--- src/hw/rtl/assert_macros.svh ---
// Assertion macros used by the countdown timer core.
`ifndef ASSERT_MACROS_SVH
`define ASSERT_MACROS_SVH

`ifndef SYNTH

// Clocked check that is switched off while reset is high.
`define CDT_ASSERT(lbl, clk, rst, prop, msg) \
   lbl: assert property (@(posedge clk) disable iff (rst) prop) else $error(msg);

// Clocked check that also holds around reset.
`define CDT_ASSERT_ALWAYS(lbl, clk, prop, msg) \
   lbl: assert property (@(posedge clk) prop) else $error(msg);

`else

`define CDT_ASSERT(lbl, clk, rst, prop, msg)
`define CDT_ASSERT_ALWAYS(lbl, clk, prop, msg)

`endif

`endif

--- src/hw/rtl/cdt_pkg.sv ---
// Types, codes and constants of the countdown timer.
package cdt_pkg;

   // Configuration port geometry.
   localparam int CSR_ADDR_WIDTH = 8;
   localparam int CSR_DATA_WIDTH = 8;

   // Configuration register indexes.
   localparam logic [CSR_ADDR_WIDTH-1:0] CSR_BLINK_TICKS  = 8'd0;
   localparam logic [CSR_ADDR_WIDTH-1:0] CSR_REPORT_TICKS = 8'd1;

   // Configuration reset values.
   localparam logic [7:0] BLINK_TICKS_RESET  = 8'd5;
   localparam logic [7:0] REPORT_TICKS_RESET = 8'd100;

   // Event codes.
   localparam logic [2:0] MODE_TICK  = 3'd0;
   localparam logic [2:0] MODE_LOAD  = 3'd1;
   localparam logic [2:0] MODE_START = 3'd2;
   localparam logic [2:0] MODE_PAUSE = 3'd3;
   localparam logic [2:0] MODE_STOP  = 3'd4;

   // Largest legal digit values.
   localparam logic [5:0] MINUTES_TOP = 6'd59;
   localparam logic [5:0] SECONDS_TOP = 6'd59;
   localparam logic [3:0] TENTHS_TOP  = 4'd9;

   // Display state.
   typedef enum logic [1:0] {
      SHOW_INPUT = 2'd0,
      SHOW_RUN   = 2'd1,
      SHOW_PAUSE = 2'd2,
      SHOW_STOP  = 2'd3
   } show_type;

   // One request beat.
   typedef struct packed {
      logic [2:0] mode;
      logic [6:0] load_minutes;
      logic [6:0] load_seconds;
      logic [3:0] load_tenths;
   } req_beat_type;

   // One response beat.
   typedef struct packed {
      logic [5:0] minutes_left;
      logic [5:0] seconds_left;
      logic [3:0] tenths_left;
      show_type   shown_state;
      logic       led_lit;
      logic       report_pulse;
      logic       expired;
      logic       load_rejected;
   } rsp_beat_type;

   // Configuration write as seen by the core.
   typedef struct packed {
      logic                      write;
      logic [CSR_ADDR_WIDTH-1:0] addr;
      logic [CSR_DATA_WIDTH-1:0] wdata;
   } csr_write_type;

endpackage

--- src/hw/rtl/cdt_out_stage.sv ---
// Result register of the countdown timer: holds one response beat until taken.
module cdt_out_stage import cdt_pkg::*; (
   input  logic         clock,
   input  logic         reset,
   input  logic         load,
   input  rsp_beat_type load_item,
   output logic         space,
   output logic         out_valid,
   input  logic         out_ready,
   output rsp_beat_type out_item
);

   logic         valid_ff;
   logic         valid_in;
   rsp_beat_type item_ff;

   // A new beat may enter while the current one is being taken.
   assign space = !valid_ff || out_ready;

   always_comb begin
      if (load) begin
         valid_in = 1'b1;
      end else if (out_ready) begin
         valid_in = 1'b0;
      end else begin
         valid_in = valid_ff;
      end
   end

   always_ff @(posedge clock) begin
      if (reset) begin
         valid_ff <= 1'b0;
      end else begin
         valid_ff <= valid_in;
      end
   end

   always_ff @(posedge clock) begin
      if (load) begin
         item_ff <= load_item;
      end
   end

   assign out_valid = valid_ff;
   assign out_item  = item_ff;

endmodule

--- config.mk ---
export PLATFORM = sky130hd
export DESIGN_NAME = cdt_out_stage
export DESIGN_NICKNAME = d
export VERILOG_FILES = /design/src/hw/rtl/assert_macros.svh /design/src/hw/rtl/cdt_pkg.sv /design/src/hw/rtl/cdt_out_stage.sv
export SDC_FILE = /design/constraint.sdc
export NUM_CORES = 1
export LEC_CHECK = 0
export BUFFER_PORTS_ARGS = -buffer_cell sky130_fd_sc_hd__buf_2
export CORE_MARGIN = 4
export CORE_UTILIZATION = 41
export DETAILED_ROUTE_END_ITERATION = 10
export PLACE_DENSITY = 0.87
export SLEW_MARGIN = 15
export SYNTH_ARGS = -nofsm -noshare
export SYNTH_HDL_FRONTEND = slang
export SYNTH_SLANG_ARGS = --single-unit
--- constraint.sdc ---
create_clock -name clock -period 1.32 [get_ports clock]
set_clock_uncertainty 0.05 [all_clocks]
set_input_delay 0.264 -clock clock [delete_from_list [all_inputs] [get_ports clock]]
set_output_delay 0.264 -clock clock [all_outputs]
set_load 0.02 [all_outputs]
==> impl_results.md <==
* Run status: finished, final reports clean
* Die Footprint at 0.00245 sq mm
* Max-slew violation total from the final report at 0
* Total of warnings raised by yosys at 0
* Via count at 426
* Count of placed standard cells in the final layout, fillers left out at 95
* Share of the core filled with cells in the final layout at 64.0%
* Nets in the synthesized netlist at 52
* First-pass GRT wire length at 2130 um
* Critical Path Fanout Max at 2
* Number of CTS-inserted buffers at 3
* Antenna violations before repair at 0
* Start point of the critical path: out_valid$_SDFFE_PP0P_
* Portion of the clock cycle consumed by the worst path in the final layout at 91.8%
* DRT antenna net count at 0
* CTS max path bufs at 2
* Most frequent standard cell in the layout excluding fill and tap cells: buf_2
* Congestion Overflow GR at 0
* Final weighted congestion in routability-driven placement at 0.669
* TritonCTS clock tree: yes
* Logic pwr share at 13.5%
* Setup bufs post-CTS at 0
* Crit Path Class: flop to primary output
* Post-synth top area share at 93.5%
* Number of search-and-repair iterations in the first detailed-routing pass at 3
* Worst slew margin relative to its limit at 67.9%
* Setup violators final at 0
* IO Port Bufs at 49
* Final-layout fill cell count at 109
* Hold-fix buffer count after cts at 0
* Max Fclk at 826 MHz
* Cell type with the highest aggregate area in the netlist: edfxtp_1
* Crit end category: primary output
* Fraction of power spent switching nets at 22.8%
* Startpoint of the worst hold path: reset
* Synthesis-to-layout area growth at 41.2%
* Core box area at 0.00156 sq mm
* Number of synthesized register bits at 23
* Final wirelength at 1340 um
* Endpoint of the worst register-to-register path: out_valid$_SDFFE_PP0P_
* Fraction of power consumed by sequential logic at 64.6%
* Fraction of power consumed by the clock network at 21.9%
* Reported max-cap violation count at 0
* Internal cell power at 1040 uW
* Initial Util at 45.3%
* Routed length per instance at 14.1 um
* Total number of placement rows at 14
* Vias per cell at 4.48
* Layout Nets at 106
* Sequential-to-total area share from yosys stat at 96.3%
* Clock root buffer master: clkbuf_4
* RSZ-0062 raised after global routing: false
* H-tree Lvls at 1
* Die boundary height at 49.5 um
* Critical path data required time at 1.01 ns
* Path type of the worst min-delay path: input port to flop
* Number of I/O pins at 50
* Power density over the cells at 1360 mW/mm^2
* Worst IR Drop VDD at 0.882 mV
* Vias in the first global route at 440
* Transition at the pin with the smallest max-transition slack at 0.482 ns
* Clock Sinks at 23
* Net switching power of the design at 309 uW
* Post_cts resized at 0
* Largest net degree at the start of global routing at 24
* Post-Place Cells at 91
* Cell area after synthesis at 707 sq um
* Worst reg2reg path depth at 2
* Clock-pin slew of the registers on the worst-case setup and hold paths at 0.11 ns
* Top post-synthesis cells by area: edfxtp_1 93%, dfxtp_1 2.8%, nand2b_4 1.9%, a21oi_2 1.2%, inv_1 0.53%
* DRT iter0 DRCs at 1
* Worst min-delay path endpoint: out_valid$_SDFFE_PP0P_
* Number of standard cells after synthesis at 26
* Share of final-layout standard cells stronger than drive strength 1 at 68.4%
* Tmin final at 1.21 ns
* Register-to-register setup slack at 0.65 ns
* Top library cells by usage in the layout, fill and taps aside: 49 x buf_2, 22 x edfxtp_1, 3 x clkbuf_4
* ANT cells at 0
* Final total negative setup slack at 0 ns
* Post-route DRC at 0
* Depth of the worst hold-timing path at 2
* Worst endpoint data arrival time at 0.90 ns
* Overall routing resource usage at 11.8%
* Later-pin clock latency in the skew report at 0.29 ns
* Count of endpoints failing hold in the final timing report at 0
* Mean area per synthesized cell at 27.2 sq um
* Die extent in x at 49.5 um
* Distinct cell type count of the synthesized netlist at 5
* P_leak at 0.000445 uW
* Critical Path Source Type: flop
* Reg-to-reg critical path startpoint: out_valid$_SDFFE_PP0P_
-- metal layers --
layer  track usage [%]  wire (um)  up-vias  part of all wire, %
met5                 0          0        -                    0
met4              5.53         10        0                 0.75
met3              4.52        109        2                  8.1
met2              19.8        740       21                   55
met1              13.1        479      197                   36
li1                  -          -      206                    -
-- critical path, cell delays in order, from the launching register on --
cell	delay, ns
dfxtp_1	0.39
nand2b_4	0.07
buf_2	0.15
-- registers in the layout, summed over array words and instances, names as in the netlist --
| register | count |
|---|---|
| out_item | 22 |
| out_valid | 1 |
-- through the flow --
stage	area, sq um	worst slack, ns	power (uW)	hold slack (ns)
6_report	998	0.109	1350	0.0659
5_1_grt	998	0.0524	1430	0.0414
4_1_cts	998	0.0901	1370	0.0561
3_5_place_dp	972	0.225	1080	0.386
3_3_place_gp	972	0.255	1070	0.375
2_1_floorplan	707	0.429	977	0.276
-- power by group through the flow --
stage	clock (uW)	sequential, uW	combinational, uW
final	297	874	183
after global routing	355	879	196
after CTS	313	875	186
after detailed placement	0	892	187
after global placement	0	890	182
after floorplan	0	970	7.33
-- cell usage after synthesis, drive strengths merged --
master  count
edfxtp     22
a21oi       1
dfxtp       1
inv         1
nand2b      1
-- kinds of logic (layout without fill, tap and decap cells) --
logic type,Yosys count,in the layout,synth area share [%]
buffers and inverters,1,54,0.530
flip-flops,23,23,96.3
AND/OR/NAND/NOR,1,1,1.95
AO/OA/AOI/OAI,1,1,1.24
-- worst max path at each step --
stage	end	cells past startpoint
final	space	2
after global routing	space	2
after CTS	space	2
after detailed placement	out_item[14]$_DFFE_PP_	1
after global placement	out_item[19]$_DFFE_PP_	1
after floorplan	space	1
-- final cells by class --
| type | instances | area (sq um) | share of cell area [%] |
|---|---|---|---|
| clock buffers | 4 | 26.3 | 2.63 |
| inverters | 1 | 3.75 | 0.376 |
| multi-input cells | 2 | 22.5 | 2.26 |
| flip-flops and latches | 23 | 681 | 68.2 |
| well taps | 16 | 20.0 | 2.01 |
| repair buffers | 49 | 245 | 24.6 |
No activity file was read; power rests on OpenSTA's default activity.
