===== src/hw/rtl/assert_macros.svh =====
// Assertion macros used by the countdown timer core.
`ifndef ASSERT_MACROS_SVH
`define ASSERT_MACROS_SVH

`ifndef SYNTH

// Clocked check that is switched off while reset is high.
`define CDT_ASSERT(lbl, clk, rst, prop, msg) \
   lbl: assert property (@(posedge clk) disable iff (rst) prop) else $error(msg);

// Clocked check that also holds around reset.
`define CDT_ASSERT_ALWAYS(lbl, clk, prop, msg) \
   lbl: assert property (@(posedge clk) prop) else $error(msg);

`else

`define CDT_ASSERT(lbl, clk, rst, prop, msg)
`define CDT_ASSERT_ALWAYS(lbl, clk, prop, msg)

`endif

`endif


===== src/hw/rtl/cdt_pkg.sv =====
// Types, codes and constants of the countdown timer.
package cdt_pkg;

   // Configuration port geometry.
   localparam int CSR_ADDR_WIDTH = 8;
   localparam int CSR_DATA_WIDTH = 8;

   // Configuration register indexes.
   localparam logic [CSR_ADDR_WIDTH-1:0] CSR_BLINK_TICKS  = 8'd0;
   localparam logic [CSR_ADDR_WIDTH-1:0] CSR_REPORT_TICKS = 8'd1;

   // Configuration reset values.
   localparam logic [7:0] BLINK_TICKS_RESET  = 8'd5;
   localparam logic [7:0] REPORT_TICKS_RESET = 8'd100;

   // Event codes.
   localparam logic [2:0] MODE_TICK  = 3'd0;
   localparam logic [2:0] MODE_LOAD  = 3'd1;
   localparam logic [2:0] MODE_START = 3'd2;
   localparam logic [2:0] MODE_PAUSE = 3'd3;
   localparam logic [2:0] MODE_STOP  = 3'd4;

   // Largest legal digit values.
   localparam logic [5:0] MINUTES_TOP = 6'd59;
   localparam logic [5:0] SECONDS_TOP = 6'd59;
   localparam logic [3:0] TENTHS_TOP  = 4'd9;

   // Display state.
   typedef enum logic [1:0] {
      SHOW_INPUT = 2'd0,
      SHOW_RUN   = 2'd1,
      SHOW_PAUSE = 2'd2,
      SHOW_STOP  = 2'd3
   } show_type;

   // One request beat.
   typedef struct packed {
      logic [2:0] mode;
      logic [6:0] load_minutes;
      logic [6:0] load_seconds;
      logic [3:0] load_tenths;
   } req_beat_type;

   // One response beat.
   typedef struct packed {
      logic [5:0] minutes_left;
      logic [5:0] seconds_left;
      logic [3:0] tenths_left;
      show_type   shown_state;
      logic       led_lit;
      logic       report_pulse;
      logic       expired;
      logic       load_rejected;
   } rsp_beat_type;

   // Configuration write as seen by the core.
   typedef struct packed {
      logic                      write;
      logic [CSR_ADDR_WIDTH-1:0] addr;
      logic [CSR_DATA_WIDTH-1:0] wdata;
   } csr_write_type;

endpackage


===== src/hw/rtl/cdt_in_stage.sv =====
// Input register of the countdown timer: holds one accepted request beat.
module cdt_in_stage import cdt_pkg::*; (
   input  logic         clock,
   input  logic         reset,
   input  logic         in_valid,
   input  req_beat_type in_item,
   output logic         in_ready,
   input  logic         advance,
   output logic         held_valid,
   output req_beat_type held_item
);

   logic         valid_ff;
   logic         valid_in;
   req_beat_type item_ff;

   // The register frees up in the same cycle that its beat moves on.
   assign in_ready = !valid_ff || advance;

   always_comb begin
      if (in_valid && in_ready) begin
         valid_in = 1'b1;
      end else if (advance) begin
         valid_in = 1'b0;
      end else begin
         valid_in = valid_ff;
      end
   end

   always_ff @(posedge clock) begin
      if (reset) begin
         valid_ff <= 1'b0;
      end else begin
         valid_ff <= valid_in;
      end
   end

   // Payload needs no reset.
   always_ff @(posedge clock) begin
      if (in_valid && in_ready) begin
         item_ff <= in_item;
      end
   end

   assign held_valid = valid_ff;
   assign held_item  = item_ff;

endmodule


===== config.mk =====
export PLATFORM = sky130hd
export DESIGN_NAME = cdt_in_stage
export DESIGN_NICKNAME = d
export VERILOG_FILES = /design/src/hw/rtl/assert_macros.svh /design/src/hw/rtl/cdt_pkg.sv /design/src/hw/rtl/cdt_in_stage.sv
export SDC_FILE = /design/constraint.sdc
export NUM_CORES = 1
export LEC_CHECK = 0
export ABC_CLOCK_PERIOD_IN_PS = 3700
export BUFFER_PORTS_ARGS = -buffer_cell sky130_fd_sc_hd__buf_2
export CAP_MARGIN = 20
export CORE_MARGIN = 2
export CORE_UTILIZATION = 41
export CTS_BUF_LIST = sky130_fd_sc_hd__clkbuf_16
export DETAILED_ROUTE_END_ITERATION = 7
export PLACE_DENSITY = 0.91
export SLEW_MARGIN = 20
export SYNTH_ARGS = -nofsm -noshare
export SYNTH_HDL_FRONTEND = slang
export SYNTH_SLANG_ARGS = --single-unit

===== constraint.sdc =====
create_clock -name clock -period 3.7 [get_ports clock]
set_clock_uncertainty 0.2 [all_clocks]
set_input_delay 0.37 -clock clock [delete_from_list [all_inputs] [get_ports clock]]
set_output_delay 0.37 -clock clock [all_outputs]
set_load 0.005 [all_outputs]

==> results.tsv, run 1 <==
metric	value	unit
grt_pass1_wl	1766	microns
numPlacedInstances	89	
ff2ff_setup_slack	2.45	ns
post_synthesis_mean_instance_area	26.37	sq um
postSynthRegisterBits	22	
flip_flop_cell_with_the_highest_count_after_synthesis	edfxtp_1	
initial_core_util	0.4448	
max_stage_delay	0.37	ns
clock_tree_from_tritoncts	yes	
cts.reportedPaths.clkPinSlew	0.05	ns
highest_achievable_clock_rate	726.0	MHz
ir_worst_vdd	0.3104	mV
wl	1212	microns
power_density	536.3	nW/um^2
die_area	2016	sq um
yosysMostFrequentCell	edfxtp_1	
timing.critical_path.arrival	0.81	ns
first_pass_iters	2	
multi_input_comb_area	31.28	sq um
grt_util_met2	0.1971	
grt_setup_unrepaired	false	
groute.layer.met1.usage	0.1667	
top_cell_type_s_share_of_synthesized_area	0.9197	
n_antenna_cell	0	
setup.worst_path.start_class	flop	
status	finished, final reports clean	
vias_after_detailed_routing	412	
dieHeight	44.90	microns
yosys.area.top_type	edfxtp_1	
setup_violations	0	
detail_route.iter0.violations	10	
ff_latch_area	650.6	sq um
timing.critical_path.to_type	primary output	
vias_per_cell	4.430	
num-nets-final	103	
port_buffers	47	
cts_buffer_depth	2	
global_route.overflow_total	0	
synth_seq_area_share	0.9489	
timing.critical_path.required	3.13	ns
grt_pass1_vias	422	
placeableCoreArea	1541	sq um
stdcell_count	93	
die_w	44.90	microns
tritoncts_num_sinks	22	
final-hold-violation-count	0	
antenna_violations_before_repair	0	
relSlewSlack	0.8169	
cts_root_buf	clkbuf_16	
post_synth_design_cell_area	685.7	sq um
cts_post_setup_buffers_inserted	0	
post-route-min-period	1.377	ns
synth-warning-count	0	
drt_antenna_net_count	0	
cap_violations	0	
fillCellCount	118	
cts_hold_buf	0	
crit_slowest_cell	dfxtp_1	
synthDistinctLibCells	6	
finalSetupTns	0	ns
cts_inserted_buffers	3	
number_of_synthesized_flops_with_an_enable_pin	21	
post_cts_resized	0	
global_route.usage.total	0.1252	
areaGrowthSynthToFinish	48.72	%
grt_max_degree	22	
worstPathCellList	nand2b_4, buf_2	
slew_viol_final	0	
top_usage_layer	met2	
htreeDepth	1	
global_route.usage.met3	0.04400	
cp_max_fo	3	
leakagePower	0.4535	nW
drcViolationCount	0	
wire_per_inst	13.03	microns
post_synthesis_cell_count	26	
hold_path_class	in -> reg	
synth.top_cells.by_area	edfxtp_1, dfxtp_1, nand2b_4	
place.gp.congestion	0.6463	
later_pin_clock_latency_in_the_skew_report	0.24	ns
floorplan.io_pins	48	
std_cell_rows	14	
async_flop_share	0	
timing.setup.critical_path_class	reg -> out	
synth_fp_nets	51	
final_min_period_over_clock_period	0.3723	
final_layout_size_suffix_gt1_frac	0.6883	
postLayoutCoreUtil	0.6615	
worstMarginPinSlew	0.2747	ns
==> report_power, final <==
group	internal, mW	switching, mW	total [mW]	leakage [nW]
Clock	0.144	0.0732	0.217	0.0385
Sequential	0.290	0.00356	0.294	0.212
Combinational	0.0199	0.0165	0.0364	0.203
Total	0.454	0.0932	0.547	0.454
==> worst max-delay path: cells and delay by family (launching register included) <==
kind / cells / cell delay, ns
buf+inv: 1 / 0.12
flops: 1 / 0.37
simple gates: 1 / 0.07
==> layout make-up <==
cell class,count,share of cell area
Clock buffer,3,0.07362
Clock inverter,1,0.003681
Inverter,1,0.003681
Multi-Input combinational cell,3,0.03067
Sequential cell,22,0.6380
Tap cell,16,0.01963
Timing Repair Buffer,47,0.2307
==> worst paths after layout <==
path,from,to,cells past startpoint
worst min register to register,held_valid$_SDFFE_PP0P_,held_valid$_SDFFE_PP0P_,2
worst max register to register,held_valid$_SDFFE_PP0P_,held_item[14]$_DFFE_PP_,2
worst max-delay path,held_valid$_SDFFE_PP0P_,in_ready,2
worst min-delay path,reset,held_valid$_SDFFE_PP0P_,2
==> registers in the layout, summed over array words and instances, names as in the netlist <==
signal / flops
held_valid: 1
held_item: 21
==> placed cells by master (no fill, tap or decap) <==
| cell type | Yosys | final |
|---|---|---|
| inv_1 | 1 | 1 |
| nand2b_4 | 1 | 1 |
| a21oi_2 | 1 | 1 |
| dfxtp_1 | 1 | 1 |
| edfxtp_1 | 21 | 21 |
| clkinv_1 | 0 | 1 |
| clkbuf_16 | 0 | 3 |
| and2_4 | 1 | 1 |
| buf_2 | 0 | 47 |
==> metal layers <==
metal / vias to the layer above / routed length (microns)
met1: 187 / 494
met3: 0 / 103
met4: 0 / 0
li1: 201 / -
met2: 24 / 614
met5: - / 0
==> cell families after synthesis <==
kind of cell / after synthesis / share of synthesized area
DFF: 22 / 0.9489
and+or+nand+nor: 2 / 0.03284
buffers and inverters: 1 / 0.005469
AOI/OAI and AO/OA: 1 / 0.01278
==> through the flow <==
stage	setup slack (ns)	power, mW	hold slack [ns]	instance area (sq um)
2_1_floorplan	2.423	0.3086	0.2324	685.7
3_3_place_gp	2.308	0.3344	0.2796	940.9
3_5_place_dp	2.264	0.3363	0.2949	940.9
4_1_cts	2.315	0.5521	0.07392	1020
5_1_grt	2.295	0.5665	0.07726	1020
6_report	2.323	0.5469	0.07496	1020
(Power assumes the default switching activity.)
==> run 2: changes to the inputs <==
- ABC_CLOCK_PERIOD_IN_PS: 3700 -> 1200
- CORE_UTILIZATION: 41 -> 34
- PLACE_DENSITY: 0.91 -> 0.82
- clock period: 3.7 -> 1.2 ns (I/O delays scaled with it)
==> results.tsv, run 2 (synthesis gave the netlist of run 1 again) <==
metric	value	unit
cts_root_buf	clkbuf_16	
vias_after_detailed_routing	513	
whs	0.1315	ns
layout.cells.most_common	buf_2	
power_density	1370	nW/um^2
highest_achievable_clock_rate	834.6	MHz
timing.critical_path.required	0.88	ns
leakagePower	0.5664	nW
later_pin_clock_latency_in_the_skew_report	0.25	ns
cp_max_fo	3	
clock_tree_from_tritoncts	yes	
detail_route.iter0.violations	1	
grt_setup_unrepaired	true	
cts.reportedPaths.clkPinSlew	0.06	ns
global_route.overflow_total	0	
drcViolationCount	0	
place.gp.congestion	0.6479	
cap_violations	0	
grt_pass1_wl	2428	microns
timing.setup.critical_path_class	reg -> out	
htreeDepth	1	
fillCellCount	146	
antenna_violations_before_repair	0	
post_dp_cell_area	962.2	sq um
port_buffers	47	
initial_core_util	0.3568	
areaGrowthSynthToFinish	89.23	%
cts_buffer_depth	2	
final_area	1297	sq um
placeableCoreArea	1922	sq um
floorplan.io_pins	48	
multi_input_comb_area	38.79	sq um
first_pass_iters	3	
flip_flop_count_of_the_largest_register_all_copies_and_words_added	21	
post-route-min-period	1.198	ns
drt_antenna_net_count	0	
grt_pass1_vias	500	
worstMarginPinSlew	0.2257	ns
timing.critical_path.to_type	primary output	
final-hold-violation-count	0	
die_area	2392	sq um
relSlewSlack	0.8495	
hold_path_class	in -> reg	
wire_per_inst	12.26	microns
worst_slack	0.001845	ns
global_route.usage.total	0.1467	
ff_latch_area	651.9	sq um
timing.critical_path.arrival	0.88	ns
vias_per_cell	3.946	
status	finished, final reports clean	
final_layout_size_suffix_gt1_frac	0.5534	
commonest_non_fill_non_tap_cells_in_the_layout	buf_2, dlygate4sd3_1, edfxtp_1	
ir_worst_vdd	1.163	mV
die_w	48.91	microns
std_cell_rows	16	
cts_inserted_buffers	3	
tritoncts_num_sinks	22	
grt_max_degree	22	
setup.worst_path.start_class	flop	
dieHeight	48.91	microns
final_min_period_over_clock_period	0.9985	
dpl_worst_slack	-0.03419	ns
setup_violations	0	
n_antenna_cell	0	
num-nets-final	129	
wl	1594	microns
ff2ff_setup_slack	0.01	ns
slew_viol_final	0	
-- run 2: what timing repair did --
item | 4_1_cts | 5_1_grt
setup endpoints to repair | 22 | 22
gates cloned | 0 | 1
endpoints found under the hold margin | 22 | 0
buffers inserted | 0 | 1
hold buffers | 23 | 0
gates resized for setup | 2 | 1
-- run 2: final cells by class --
cell class | count | share of cell area
clock buffer | 3 | 0.05786
clock inverter | 1 | 0.002893
inverter | 1 | 0.002893
multi-input combinational | 4 | 0.02989
sequential | 22 | 0.5024
tap | 27 | 0.02604
timing repair buffer | 72 | 0.3780
-- run 2: path summary, 6_finish.rpt --
check	start	end	depth (start not counted)
hold / removal	advance	held_valid$_SDFFE_PP0P_	5
hold reg to reg	held_valid$_SDFFE_PP0P_	held_valid$_SDFFE_PP0P_	4
setup reg to reg	held_valid$_SDFFE_PP0P_	held_item[17]$_DFFE_PP_	2
setup / recovery	held_valid$_SDFFE_PP0P_	in_ready	3
-- run 2: metal layers --
| metal | wire length, microns | vias to the layer above | part of all wire | track usage |
|---|---|---|---|---|
| met5 | 0 | - | 0 | 0 |
| met3 | 123 | 4 | 0.077 | 0.06748 |
| met1 | 587 | 226 | 0.37 | 0.1591 |
| met2 | 839 | 28 | 0.53 | 0.2329 |
| li1 | - | 255 | - | - |
| met4 | 44 | 0 | 0.028 | 0.09048 |
-- run 2: power breakdown --
part	switching (mW)	internal, mW	leakage (nW)
Combinational	0.0639	0.118	0.316
Clock	0.244	0.444	0.0385
Sequential	0.0126	0.895	0.212
-- run 2: critical path, cell delays in order, from the launching register on --
cell,delay (ns)
dfxtp_2,0.35
nand2b_4,0.06
buf_6,0.11
buf_6,0.10
-- run 2: per-stage QoR --
stage | util | setup TNS (ns) | std cells | power (mW)
global route | 0.6751 | -0.3125 | 130 | 1.845
global placement | 0.5007 | 0 | 101 | 1.033
floorplan | - | 0 | 26 | 0.9516
finish | 0.6751 | 0 | 130 | 1.778
CTS | 0.6654 | -0.6041 | 128 | 1.783
detailed placement | 0.5007 | -0.7087 | 101 | 1.040
