## src/hw/rtl/assert_macros.svh

```systemverilog
// Assertion macros used by the countdown timer core.
`ifndef ASSERT_MACROS_SVH
`define ASSERT_MACROS_SVH

`ifndef SYNTH

// Clocked check that is switched off while reset is high.
`define CDT_ASSERT(lbl, clk, rst, prop, msg) \
   lbl: assert property (@(posedge clk) disable iff (rst) prop) else $error(msg);

// Clocked check that also holds around reset.
`define CDT_ASSERT_ALWAYS(lbl, clk, prop, msg) \
   lbl: assert property (@(posedge clk) prop) else $error(msg);

`else

`define CDT_ASSERT(lbl, clk, rst, prop, msg)
`define CDT_ASSERT_ALWAYS(lbl, clk, prop, msg)

`endif

`endif

```

## src/hw/rtl/cdt_pkg.sv

```systemverilog
// Types, codes and constants of the countdown timer.
package cdt_pkg;

   // Configuration port geometry.
   localparam int CSR_ADDR_WIDTH = 8;
   localparam int CSR_DATA_WIDTH = 8;

   // Configuration register indexes.
   localparam logic [CSR_ADDR_WIDTH-1:0] CSR_BLINK_TICKS  = 8'd0;
   localparam logic [CSR_ADDR_WIDTH-1:0] CSR_REPORT_TICKS = 8'd1;

   // Configuration reset values.
   localparam logic [7:0] BLINK_TICKS_RESET  = 8'd5;
   localparam logic [7:0] REPORT_TICKS_RESET = 8'd100;

   // Event codes.
   localparam logic [2:0] MODE_TICK  = 3'd0;
   localparam logic [2:0] MODE_LOAD  = 3'd1;
   localparam logic [2:0] MODE_START = 3'd2;
   localparam logic [2:0] MODE_PAUSE = 3'd3;
   localparam logic [2:0] MODE_STOP  = 3'd4;

   // Largest legal digit values.
   localparam logic [5:0] MINUTES_TOP = 6'd59;
   localparam logic [5:0] SECONDS_TOP = 6'd59;
   localparam logic [3:0] TENTHS_TOP  = 4'd9;

   // Display state.
   typedef enum logic [1:0] {
      SHOW_INPUT = 2'd0,
      SHOW_RUN   = 2'd1,
      SHOW_PAUSE = 2'd2,
      SHOW_STOP  = 2'd3
   } show_type;

   // One request beat.
   typedef struct packed {
      logic [2:0] mode;
      logic [6:0] load_minutes;
      logic [6:0] load_seconds;
      logic [3:0] load_tenths;
   } req_beat_type;

   // One response beat.
   typedef struct packed {
      logic [5:0] minutes_left;
      logic [5:0] seconds_left;
      logic [3:0] tenths_left;
      show_type   shown_state;
      logic       led_lit;
      logic       report_pulse;
      logic       expired;
      logic       load_rejected;
   } rsp_beat_type;

   // Configuration write as seen by the core.
   typedef struct packed {
      logic                      write;
      logic [CSR_ADDR_WIDTH-1:0] addr;
      logic [CSR_DATA_WIDTH-1:0] wdata;
   } csr_write_type;

endpackage

```

## src/hw/rtl/cdt_core.sv

```systemverilog
// Timer state and per-event update logic of the countdown timer.
`include "assert_macros.svh"

module cdt_core import cdt_pkg::*; (
   input  logic          clock,
   input  logic          reset,
   input  logic          advance,
   input  req_beat_type  item,
   input  csr_write_type csr,
   output rsp_beat_type  res
);

   logic [7:0] blink_ticks_ff;
   logic [7:0] report_ticks_ff;

   logic [5:0] minutes_ff, minutes_in;
   logic [5:0] seconds_ff, seconds_in;
   logic [3:0] tenths_ff, tenths_in;
   logic       armed_ff, armed_in;
   logic       running_ff, running_in;
   show_type   show_ff, show_in;
   logic       led_ff, led_in;
   logic [7:0] blink_ff, blink_in;
   logic [7:0] report_ff, report_in;
   logic [3:0] loaded_tenths_ff, loaded_tenths_in;

   logic       pulse;
   logic       expire;
   logic       rejected;
   logic [8:0] blink_sum;
   logic [8:0] report_sum;
   logic       load_ok;

   // Configuration registers; the user must write them only while the block is idle (not enforced here).
   always_ff @(posedge clock) begin
      if (reset) begin
         blink_ticks_ff  <= BLINK_TICKS_RESET;
         report_ticks_ff <= REPORT_TICKS_RESET;
      end else if (csr.write) begin
         case (csr.addr)
            CSR_BLINK_TICKS:  blink_ticks_ff  <= csr.wdata;
            CSR_REPORT_TICKS: report_ticks_ff <= csr.wdata;
            default: begin
            end
         endcase
      end
   end

   // Counter sums are one bit wider so a count of 255 still wraps.
   assign blink_sum  = {1'b0, blink_ff} + 9'd1;
   assign report_sum = {1'b0, report_ff} + 9'd1;
   assign load_ok    = (item.load_minutes <= {1'b0, MINUTES_TOP})
                    && (item.load_seconds <= {1'b0, SECONDS_TOP})
                    && (item.load_tenths <= TENTHS_TOP);

   // Next state for the event held in the input register.
   always_comb begin
      minutes_in       = minutes_ff;
      seconds_in       = seconds_ff;
      tenths_in        = tenths_ff;
      armed_in         = armed_ff;
      running_in       = running_ff;
      show_in          = show_ff;
      led_in           = led_ff;
      blink_in         = blink_ff;
      report_in        = report_ff;
      loaded_tenths_in = loaded_tenths_ff;
      pulse            = 1'b0;
      expire           = 1'b0;
      rejected         = 1'b0;

      case (item.mode)
         MODE_TICK: begin
            if (running_ff) begin
               // Decrement with borrow; at zero the count expires.
               if (tenths_ff != 4'd0) begin
                  tenths_in = tenths_ff - 4'd1;
               end else if (seconds_ff != 6'd0) begin
                  seconds_in = seconds_ff - 6'd1;
                  tenths_in  = TENTHS_TOP;
               end else if (minutes_ff != 6'd0) begin
                  minutes_in = minutes_ff - 6'd1;
                  seconds_in = SECONDS_TOP;
                  tenths_in  = TENTHS_TOP;
               end else begin
                  expire = 1'b1;
               end

               // Blink counter toggles the LED when it reaches its limit.
               if (blink_sum >= {1'b0, blink_ticks_ff}) begin
                  blink_in = 8'd0;
                  led_in   = !led_ff;
               end else begin
                  blink_in = blink_sum[7:0];
               end

               // Report check looks at the tenths left after this tick.
               if (report_sum >= {1'b0, report_ticks_ff}) begin
                  report_in = 8'd0;
                  pulse     = (tenths_in == loaded_tenths_ff);
               end else begin
                  report_in = report_sum[7:0];
               end

               if (expire) begin
                  running_in = 1'b0;
                  armed_in   = 1'b0;
                  show_in    = SHOW_STOP;
                  led_in     = 1'b1;
               end
            end
         end
         MODE_LOAD: begin
            if (!armed_ff) begin
               if (load_ok) begin
                  minutes_in       = item.load_minutes[5:0];
                  seconds_in       = item.load_seconds[5:0];
                  tenths_in        = item.load_tenths;
                  loaded_tenths_in = item.load_tenths;
                  armed_in         = 1'b1;
                  led_in           = 1'b0;
               end else begin
                  rejected = 1'b1;
               end
            end
         end
         MODE_START: begin
            if (armed_ff) begin
               running_in = 1'b1;
               show_in    = SHOW_RUN;
            end
         end
         MODE_PAUSE: begin
            if (armed_ff) begin
               running_in = 1'b0;
               led_in     = 1'b1;
               show_in    = SHOW_PAUSE;
            end
         end
         MODE_STOP: begin
            if (armed_ff) begin
               minutes_in = 6'd0;
               seconds_in = 6'd0;
               tenths_in  = 4'd0;
               report_in  = 8'd0;
               running_in = 1'b0;
               armed_in   = 1'b0;
               led_in     = 1'b0;
               show_in    = SHOW_STOP;
            end
         end
         default: begin
         end
      endcase
   end

   // Response fields reflect the state after the event.
   always_comb begin
      res.minutes_left  = minutes_in;
      res.seconds_left  = seconds_in;
      res.tenths_left   = tenths_in;
      res.shown_state   = show_in;
      res.led_lit       = led_in;
      res.report_pulse  = pulse;
      res.expired       = expire;
      res.load_rejected = rejected;
   end

   // State commits only when the event moves into the result register.
   always_ff @(posedge clock) begin
      if (reset) begin
         minutes_ff       <= 6'd0;
         seconds_ff       <= 6'd0;
         tenths_ff        <= 4'd0;
         armed_ff         <= 1'b0;
         running_ff       <= 1'b0;
         show_ff          <= SHOW_INPUT;
         led_ff           <= 1'b1;
         blink_ff         <= 8'd0;
         report_ff        <= 8'd0;
         loaded_tenths_ff <= 4'd0;
      end else if (advance) begin
         minutes_ff       <= minutes_in;
         seconds_ff       <= seconds_in;
         tenths_ff        <= tenths_in;
         armed_ff         <= armed_in;
         running_ff       <= running_in;
         show_ff          <= show_in;
         led_ff           <= led_in;
         blink_ff         <= blink_in;
         report_ff        <= report_in;
         loaded_tenths_ff <= loaded_tenths_in;
      end
   end

   `CDT_ASSERT(a_run_needs_arm, clock, reset, running_ff |-> armed_ff, "running while unarmed")
   `CDT_ASSERT(a_time_range, clock, reset, (tenths_ff <= TENTHS_TOP) && (seconds_ff <= SECONDS_TOP) && (minutes_ff <= MINUTES_TOP), "time digit out of range")
   `CDT_ASSERT(a_expire_disarms, clock, reset, (advance && res.expired) |=> (!armed_ff && !running_ff && led_ff), "expiry left the timer armed")
   `CDT_ASSERT(a_reject_only_load, clock, reset, res.load_rejected |-> ((item.mode == MODE_LOAD) && !armed_ff), "rejection outside an unarmed load")
   `CDT_ASSERT_ALWAYS(a_reset_state, clock, reset |=> (led_ff && !armed_ff && !running_ff), "reset did not restore the idle state")

endmodule

```

## config.mk

```make
export PLATFORM = sky130hd
export DESIGN_NAME = cdt_core
export DESIGN_NICKNAME = d
export VERILOG_FILES = /design/src/hw/rtl/cdt_pkg.sv /design/src/hw/rtl/cdt_core.sv
export VERILOG_INCLUDE_DIRS = /design/src /design/src/hw/rtl
export SDC_FILE = /design/constraint.sdc
export NUM_CORES = 1
export LEC_CHECK = 0
export BUFFER_PORTS_ARGS = -buffer_cell sky130_fd_sc_hd__buf_4
export CAP_MARGIN = 20
export CORE_ASPECT_RATIO = 2
export CORE_UTILIZATION = 62
export CTS_CLUSTER_SIZE = 28
export DETAILED_ROUTE_END_ITERATION = 7
export HOLD_SLACK_MARGIN = 0.02
export PLACE_DENSITY = 0.95
export SYNTH_ARGS = -nofsm -noshare
export SYNTH_HDL_FRONTEND = slang
export SYNTH_SLANG_ARGS = --single-unit
```

## constraint.sdc

```tcl
create_clock -name clock -period 7.75 [get_ports clock]
set_clock_uncertainty 0.1 [all_clocks]
set_input_delay 0.3875 -clock clock [delete_from_list [all_inputs] [get_ports clock]]
set_output_delay 0.3875 -clock clock [all_outputs]
set_load 0.05 [all_outputs]
```

==> flow_summary.toml <==
[outcome]
outcome = "completed"

[synth]
synthSimpleGateAreaFrac_pct = 26.3
muxShareOfSynthArea_pct = 4.83
yosys_warnings = 0
synth_top_family_by_area = "simple AND/OR/NAND/NOR gates"
synth_fa_ha_area_share_pct = 6.64
yosys.area.top_type = "dfxtp_1"
netlist.area_leader.share_pct = 28.8
synth_compound_area_share_pct = 23.3
synth-async-reset-ratio_pct = 0
synth_nets = 576
ys_seq_elements = 57
synth_cell_types = 68
syn_area_um2 = 3960
synth_cells = 514
dominantRegCellSynth = "dfxtp_1"
synthTopCellsByArea = "dfxtp_1 29%, ha_1 6.6%, nand2_1 6.5%"
synth_common_cells = "69 x nand2_1, 57 x dfxtp_1, 41 x nor2_1, 31 x a21oi_1, 28 x inv_1"
yosysMostFrequentCell = "nand2_1"
avgSynthCellArea_um2 = 7.70
synth-edff-count = 0
synth_xor_area_share_pct = 3.54
synth-seq-area-share_pct = 28.8

[clocking]
ctsResizeCount = 0
cts_tree = "done"
path_clk_slew_ps = 50
htreeDepth = 3
cts.sinks = 57
cts_root_buf = "clkbuf_16"
cts.path.max_buffers = 2
post-cts-setup-buffers = 0
holdBufCountCts = 0
cts_inserted_buffers = 9
clk_latency_ps = 340

[final_layout]
drive_gt1_share_pct = 17.2
post-route-util_pct = 76.8
diodes = 0
fin_area_um2 = 4690
multi_input_area_um2 = 2560
fin_cells = 648
fin_nets = 621
syn2layout_area_growth_pct = 18.4
fillers = 444
regArea_um2 = 1140

[setup_path]
crit_buf_inv = 1
cp.depth = 11
slowest_stage = "dfxtp_1"
crit_path_end = "res[3]"
critPathLaunch = "blink_ff[0]"
path_cells = "ha_1 -> and3_1 -> xor2_1 -> ha_1 -> and4_1 -> a21o_1 -> a31oi_1 -> nand2_1 -> a221oi_1 -> nand3_1 -> buf_4"
cp.required_ps = 7260
critPathMaxStageDelay_ps = 410
critical_path.top_delay_family = "simple AND/OR/NAND/NOR gates"
r2r-start = "blink_ff[0]"
end_kind = "primary output"
critical_path_arrival_ps = 3400
reg2reg_depth = 10
crit_top_cell = "ha_1"
reg2reg_slack_ps = 4700
crit_path_start_kind = "flip-flop"
path_class = "reg2out"
worstReg2RegEnd = "blink_ff[7]"
worstPathMaxFanout = 6

[die]
coreArea_um2 = 6110
io_pins = 63
fp.dieW_um = 58.5
die_height_um = 115
initial_core_util_pct = 64.9
die_area_um2 = 6730
num_rows = 40

[power_and_ir_drop]
pwr_density_cell_nw_per_um2 = 176
irDropWorstVdd_v = 0.000137
p_leak_nw = 2.05

[timing]
slew_violations = 0
hold_slack_ps = 200
final_hold_viol_count = 0
rsz0062_at_grt = "no"
finalSetupViolCount = 0
relSlewSlack_pct = 65.6
fmax_ghz = 0.257
fin_crit_sh_pct = 50.1
fin_setup_tns_ps = 0
fin_crit_ps = 3890
tightest_slew_ps = 516

[grt]
grt_max_degree = 41
grt_first_pass_wirelength_um = 18500
grt_overflow = 0
antenna_found_initial = 0
grt_pass1_vias = 4228
grt_use_total_pct = 36.1

[routing]
dr.pass1.iters = 5
postRouteWirelength_um = 11500
ant_nets = 0
avgViaCountPerCell = 6.59
via_count = 4269
wire_per_inst_um = 17.7
drc = 0
drt_iter0_markers = 254

[place]
placed_area_um2 = 4390
port_buffers = 62
globalplace.congestion = 0.940
place_inst = 632
hpwlAfterDp_um = 8270

[flow_run]
cap_violations = 0

[worst_hold_path]
hp-class = "in2reg"
[sequential cells by signal, summed over array words and instances (netlist names)]
| signal | cells |
|---|---|
| loaded_tenths_ff | 4 |
| blink_ff | 8 |
| tenths_ff | 4 |
| seconds_ff | 6 |
| armed_ff | 1 |
| blink_ticks_ff | 8 |
| show_ff | 2 |
| running_ff | 1 |
| led_ff | 1 |
| report_ff | 8 |
| minutes_ff | 6 |
| report_ticks_ff | 8 |
[worst min-delay path: cells and delay by family]
kind          cells  cell delay [ps]
mux               1               60
buf+inv           1               90
simple gates      1               60
[where the power goes]
group          internal [W]  switching, W
Combinational     0.0000474     0.0000821
Clock              0.000250      0.000136
Sequential         0.000299    0.00000930
Total              0.000596      0.000227
[metrics by stage]
step,power (W),setup slack (ps)
3_3_place_gp,0.000436,4470
4_1_cts,0.000823,3920
3_5_place_dp,0.000439,4280
5_1_grt,0.000847,3660
2_1_floorplan,0.000397,4670
6_report,0.000823,3860
[kinds of logic after synthesis]
| kind of cell | count (synthesis) |
|---|---|
| buffers and inverters | 59 |
| and+or+nand+nor | 205 |
| xor gates and xnor gates | 16 |
| AOI/OAI and AO/OA | 137 |
| muxes | 19 |
| DFF | 57 |
| adders and majority gates | 21 |
[worst min-delay path by stage]
stage                 start           endpoint  slack [ps]  cells after the start
2_1_floorplan  report_ff[4]       report_ff[4]         340                      2
6_report             csr[0]  blink_ticks_ff[0]         200                      3
5_1_grt              csr[0]  blink_ticks_ff[0]         210                      3
3_3_place_gp   report_ff[4]       report_ff[4]         350                      2
4_1_cts              csr[0]  blink_ticks_ff[0]         190                      3
3_5_place_dp   report_ff[4]       report_ff[4]         360                      2
[layer usage]
layer	track usage, %	routed length [um]	vias to the layer above
li1	-	-	1950
met1	33.1	3750	1956
met2	66.5	6090	273
met3	7.20	732	90
met4	27.9	899	0
met5	0	0	-
[cell usage in the layout (no fill, tap or decap), drive strengths merged, types with 4 or more instances in the layout]
cell and instances:
a221o 4, nor2b 7, xor2 8, inv 29, nor2 46, o21ai 30
a22oi 5, mux2i 18, a2111oi 4, nand2 69, a21oi 31, ha 21
a21o 9, nor3 10, dfxtp 57, nor3b 8, nand4 8, a31oi 9
xnor2 8, a32oi 4, a311oi 9, buf 63, a211oi 4, o21a 5
and3 8, nand2b 7, nand3 23, clkbuf 14
[layout make-up]
| class | instances | area share [%] |
|---|---|---|
| Tap cell | 84 | 2.24 |
| Inverter | 30 | 2.40 |
| Clock buffer | 14 | 6.06 |
| Sequential cell | 57 | 24.3 |
| Timing Repair Buffer | 63 | 10.1 |
| Clock inverter | 2 | 0.214 |
| Multi-Input combinational cell | 398 | 54.6 |
No activity file was read; power rests on OpenSTA's default activity.
